$ cat src/sorted_key_count_table_defines.svh
// assertion macros used by the rtl
`ifndef SORTED_KEY_COUNT_TABLE_DEFINES_SVH
`define SORTED_KEY_COUNT_TABLE_DEFINES_SVH

// same-cycle implication, checked outside reset
`define SKCT_ASSERT_NOW(label, clk, rst_n, ante, cons) \
    label: assert property (@(posedge clk) disable iff (!rst_n) (ante) |-> (cons)) \
        else $error("skct check failed");

// next-cycle implication, checked outside reset
`define SKCT_ASSERT_NEXT(label, clk, rst_n, ante, cons) \
    label: assert property (@(posedge clk) disable iff (!rst_n) (ante) |=> (cons)) \
        else $error("skct check failed");

`endif

$ cat src/skct_pkg.sv
`default_nettype none
package skct_pkg;

    localparam int TABLE_ENTRIES = 64;
    localparam int KEY_BITS      = 32;
    localparam int COUNT_BITS    = 32;
    localparam int POS_BITS      = $clog2(TABLE_ENTRIES + 1);
    localparam int SLOT_BITS     = 7;
    localparam int S_DATA_BITS   = 64;
    localparam int M_DATA_BITS   = 48;

    typedef enum logic [2:0] {
        OP_HOLD,
        OP_COMPARE,
        OP_UPDATE,
        OP_INSERT,
        OP_REMOVE
    } cell_op_t;

    typedef struct packed {
        logic                  valid;
        logic [KEY_BITS-1:0]   key;
        logic [COUNT_BITS-1:0] count;
    } cell_state_t;

    typedef struct packed {
        cell_op_t              op;
        logic [KEY_BITS-1:0]   key;
        logic [COUNT_BITS-1:0] count;
    } cell_cmd_t;

    typedef enum logic [1:0] {
        ST_IDLE,
        ST_GATHER,
        ST_APPLY
    } ctrl_state_t;

endpackage
`default_nettype wire

$ cat src/skct_cell.sv
`default_nettype none
module skct_cell (
    input  wire logic                aclk,
    input  wire logic                aresetn,
    input  wire skct_pkg::cell_cmd_t cmd,
    input  wire skct_pkg::cell_state_t left_state,
    input  wire logic                left_lt,
    input  wire skct_pkg::cell_state_t right_state,
    output skct_pkg::cell_state_t    own_state,
    output logic                     own_lt,
    output logic                     own_eq
);
    import skct_pkg::*;

    logic                  valid_reg, valid_next;
    logic [KEY_BITS-1:0]   key_reg, key_next;
    logic [COUNT_BITS-1:0] count_reg, count_next;
    logic                  lt_reg, lt_next;
    logic                  eq_reg, eq_next;

    always_comb begin
        valid_next = valid_reg;
        key_next   = key_reg;
        count_next = count_reg;
        lt_next    = lt_reg;
        eq_next    = eq_reg;
        case (cmd.op)
            OP_COMPARE: begin
                lt_next = valid_reg && (key_reg < cmd.key);
                eq_next = valid_reg && (key_reg == cmd.key);
            end
            OP_UPDATE: begin
                if (eq_reg) begin
                    count_next = cmd.count;
                end
            end
            OP_INSERT: begin
                if (!lt_reg) begin
                    if (left_lt) begin
                        valid_next = 1'b1;
                        key_next   = cmd.key;
                        count_next = cmd.count;
                    end else begin
                        valid_next = left_state.valid;
                        key_next   = left_state.key;
                        count_next = left_state.count;
                    end
                end
            end
            OP_REMOVE: begin
                if (!lt_reg) begin
                    valid_next = right_state.valid;
                    key_next   = right_state.key;
                    count_next = right_state.count;
                end
            end
            default: begin
            end
        endcase
    end

    always_ff @(posedge aclk) begin
        if (!aresetn) begin
            valid_reg <= 1'b0;
            lt_reg    <= 1'b0;
            eq_reg    <= 1'b0;
        end else begin
            valid_reg <= valid_next;
            lt_reg    <= lt_next;
            eq_reg    <= eq_next;
        end
        key_reg   <= key_next;
        count_reg <= count_next;
    end

    assign own_state = '{valid: valid_reg, key: key_reg, count: count_reg};
    assign own_lt    = lt_reg;
    assign own_eq    = eq_reg;

endmodule
`default_nettype wire

$ cat config.mk
export PLATFORM = sky130hd
export DESIGN_NAME = skct_cell
export DESIGN_NICKNAME = d
export VERILOG_FILES = /design/src/sorted_key_count_table_defines.svh /design/src/skct_pkg.sv /design/src/skct_cell.sv
export SDC_FILE = /design/constraint.sdc
export NUM_CORES = 1
export LEC_CHECK = 0
export ABC_AREA = 1
export BUFFER_PORTS_ARGS = -buffer_cell sky130_fd_sc_hd__buf_2
export CAP_MARGIN = 25
export CORE_MARGIN = 5
export CORE_UTILIZATION = 45
export CTS_BUF_LIST = sky130_fd_sc_hd__clkbuf_4 sky130_fd_sc_hd__clkbuf_8
export DETAILED_ROUTE_END_ITERATION = 10
export GPL_TIMING_DRIVEN = 0
export HOLD_SLACK_MARGIN = 0.05
export MAX_ROUTING_LAYER = met4
export PLACE_DENSITY_LB_ADDON = 0.08
export SETUP_SLACK_MARGIN = 0.05
export SLEW_MARGIN = 20
export SYNTH_ARGS = -nofsm -noshare
export SYNTH_HDL_FRONTEND = slang
export SYNTH_SLANG_ARGS = --single-unit
$ cat constraint.sdc
create_clock -name aclk -period 3.3 [get_ports aclk]
set_input_delay 0.495 -clock aclk [delete_from_list [all_inputs] [get_ports aclk]]
set_output_delay 0.495 -clock aclk [all_outputs]
set_load 0.05 [all_outputs]
==> results.py <==
metrics = {
    "critical_path": {
        "required_ps": 3260,
        "crit_type": "input port to register",
        "cp_max_fo": 32,
        "cp-end-kind": "register",
        "cp_data_arrival_time_ps": 2260,
        "crit_path_start_kind": "input port",
        "reg2regPathDepth": 2,
        "reg2reg_from": "own_lt$_SDFFE_PN0N_",
        "critPathLaunch": "cmd[66]",
    },
    "drt": {
        "wl_per_cell_um": 15.5,
        "num_vias": 4752,
        "ant_nets": 0,
        "dr.pass1.iters": 5,
        "drt_iter0_drc": 266,
        "vias_per_cell": 5.10,
        "drc": 0,
        "routed_wl_um": 14500,
    },
    "cells_and_area": {
        "final_common_cell": "buf_2",
        "stdcell_count": 932,
        "fillCellCount": 869,
        "drive_gt1_share_pct": 38.4,
        "fin_nets": 1031,
        "mostFrequentLayoutCells": "buf_2, nand2_1, edfxtp_1",
        "syn2layout_area_growth_pct": 39.4,
        "antennaDiodeCount": 0,
    },
    "yosys": {
        "synthXorXnorAreaFrac_pct": 0,
        "synth_top_family_by_area": "simple AND/OR/NAND/NOR gates",
        "synth-seq-cells": 67,
        "ys_seq_area_share_pct": 46.2,
        "syn_inst": 523,
        "ys_types": 22,
        "yosys_warnings": 0,
        "synth-compound-area-share_pct": 7.49,
        "synthMuxAreaShare_pct": 0,
        "syn-num-nets": 755,
        "synth_simple_gate_area_share_pct": 29.1,
        "netlist_area_sq_um": 4290,
        "syn_avg_cell_area_sq_um": 8.21,
        "yosys.area_share.adder_pct": 9.33,
    },
    "sta": {
        "fin_worst_skew_ps": 12.7,
        "final-setup-viol-count": 0,
        "worst_pin_slew_ps": 828,
        "slew_violations": 0,
        "max-slew-margin-rel_pct": 44.8,
        "period_minus_slack_ps": 2300,
        "max_freq_mhz": 434,
        "fin_tns_setup_ps": 0,
        "post-route-period-util_pct": 69.8,
        "fin_ws_ps": 998,
        "grt_setup_unrepaired": "false",
        "hold_viol": 0,
        "holdWs_ps": 410,
    },
    "min_path": {
        "whs_path_depth": 3,
        "hold_start": "aresetn",
        "hold_class": "input port to register",
    },
    "grt": {
        "grt_util_all_layers_pct": 24.9,
        "gr-usage-met3_pct": 5.94,
        "grtUsageMet1_pct": 28.7,
        "grt_pass1_vias": 4609,
        "grt_pass1_wl_um": 21800,
        "busiest_layer": "met2",
        "grt_antenna_before_repair": 0,
        "global_route.usage.met2_pct": 42.4,
        "grt_overflow": 0,
        "grt_max_degree": 36,
    },
    "run": {
        "max_cap_viol_count": 0,
    },
    "clock_network": {
        "clk_pin_slew_worst_paths_ps": 60,
        "cts_resized": 0,
        "htreeDepth": 3,
        "clock_path_buffers": 2,
        "postCtsSetupBuffers": 0,
        "cts_made_buffers": 9,
        "clk_latency_ps": 340,
        "cts_tree": "yes",
        "cts_hold_buffers": 0,
        "clock_sinks": 67,
        "root_buffer": "clkbuf_8",
    },
    "placed_design": {
        "post-place-ws_ps": 183,
        "io_buffers": 264,
        "gp_congestion": 0.919,
        "hpwl_um": 11700,
        "place_inst": 916,
    },
    "floorplanning": {
        "start_util_pct": 46.2,
        "coreArea_sq_um": 9280,
        "die-area_sq_um": 11600,
        "num_io_pins": 267,
        "dieHeight_um": 108,
        "row_count": 35,
        "die_w_um": 108,
    },
    "pwr": {
        "power.leakage_nw": 3.06,
        "peakVddDrop_uv": 183,
        "cellPowerDensity_nw_per_um2": 387,
    },
    "run_status": {
        "status": "completed",
    },
}
-- kinds of logic (layout without fill, tap and decap cells) --
logic type | after synthesis | after routing
AO/OA/AOI/OAI | 54 | 54
buffers and inverters | 79 | 359
AND/OR/NAND/NOR | 291 | 291
adder cells (fa/ha/maj) | 32 | 32
flip-flops | 67 | 67
-- through the flow --
step,power (W),area [sq um],util [%]
global route,0.00244,5980,64.4
detailed placement,0.00167,5770,62.2
floorplan,0.00143,4290,-
finish,0.00231,5980,64.4
CTS,0.00232,5960,64.2
global placement,0.00166,5770,62.2
-- final timing paths --
kind                              to  slack [ps]
max          count_reg[13]$_DFFE_PP_        1000
min              own_eq$_SDFFE_PN0N_         410
max reg2reg  count_reg[13]$_DFFE_PP_        1410
min reg2reg      own_eq$_SDFFE_PN0N_         490
-- Yosys cell counts, drive strengths merged --
cell type / number / share of area, %
a31oi: 33 / 4.8
inv: 47 / 4.1
nor3: 3 / 0.47
nand3: 38 / 4.4
nor2: 47 / 4.5
edfxtp: 64 / 45
nand4: 34 / 5.0
a31o: 1 / 0.20
nand2: 169 / 15
buf: 22 / 2.9
a21oi: 14 / 1.6
dfxtp: 3 / 1.4
a21o: 1 / 0.17
ha: 32 / 9.3
clkbuf: 10 / 0.87
o21ai: 5 / 0.67
-- where the power goes --
part	internal [W]	leakage, nW	switching, W
clock network	0.000356	0.0951	0.000301
registers	0.00100	0.626	0.0000203
logic	0.000218	2.34	0.000414
total	0.00158	3.06	0.000736
-- metal layers --
metal	vias up	routed length, um
met5	-	0
met4	0	355
met3	26	1340
met2	237	7210
met1	2142	5540
li1	2347	-
-- critical path, cell delays in order --
cell	delay (ps)
buf_2	130
nor2_4	200
nand2_1	110
nand2_1	120
inv_2	60
nor2_4	400
a31o_2	730
-- layout make-up --
class / count / area, sq um / area share [%]
plain buffers: 32 / 163 / 2.72
flip-flops and latches: 67 / 1980 / 33.1
repair buffers: 265 / 1350 / 22.5
inverters: 47 / 176 / 2.95
clock inverters: 4 / 42.5 / 0.711
multi-input cells: 377 / 1970 / 32.9
clock buffers: 11 / 139 / 2.32
well taps: 129 / 161 / 2.70
Power figures use the tool's default switching activity.
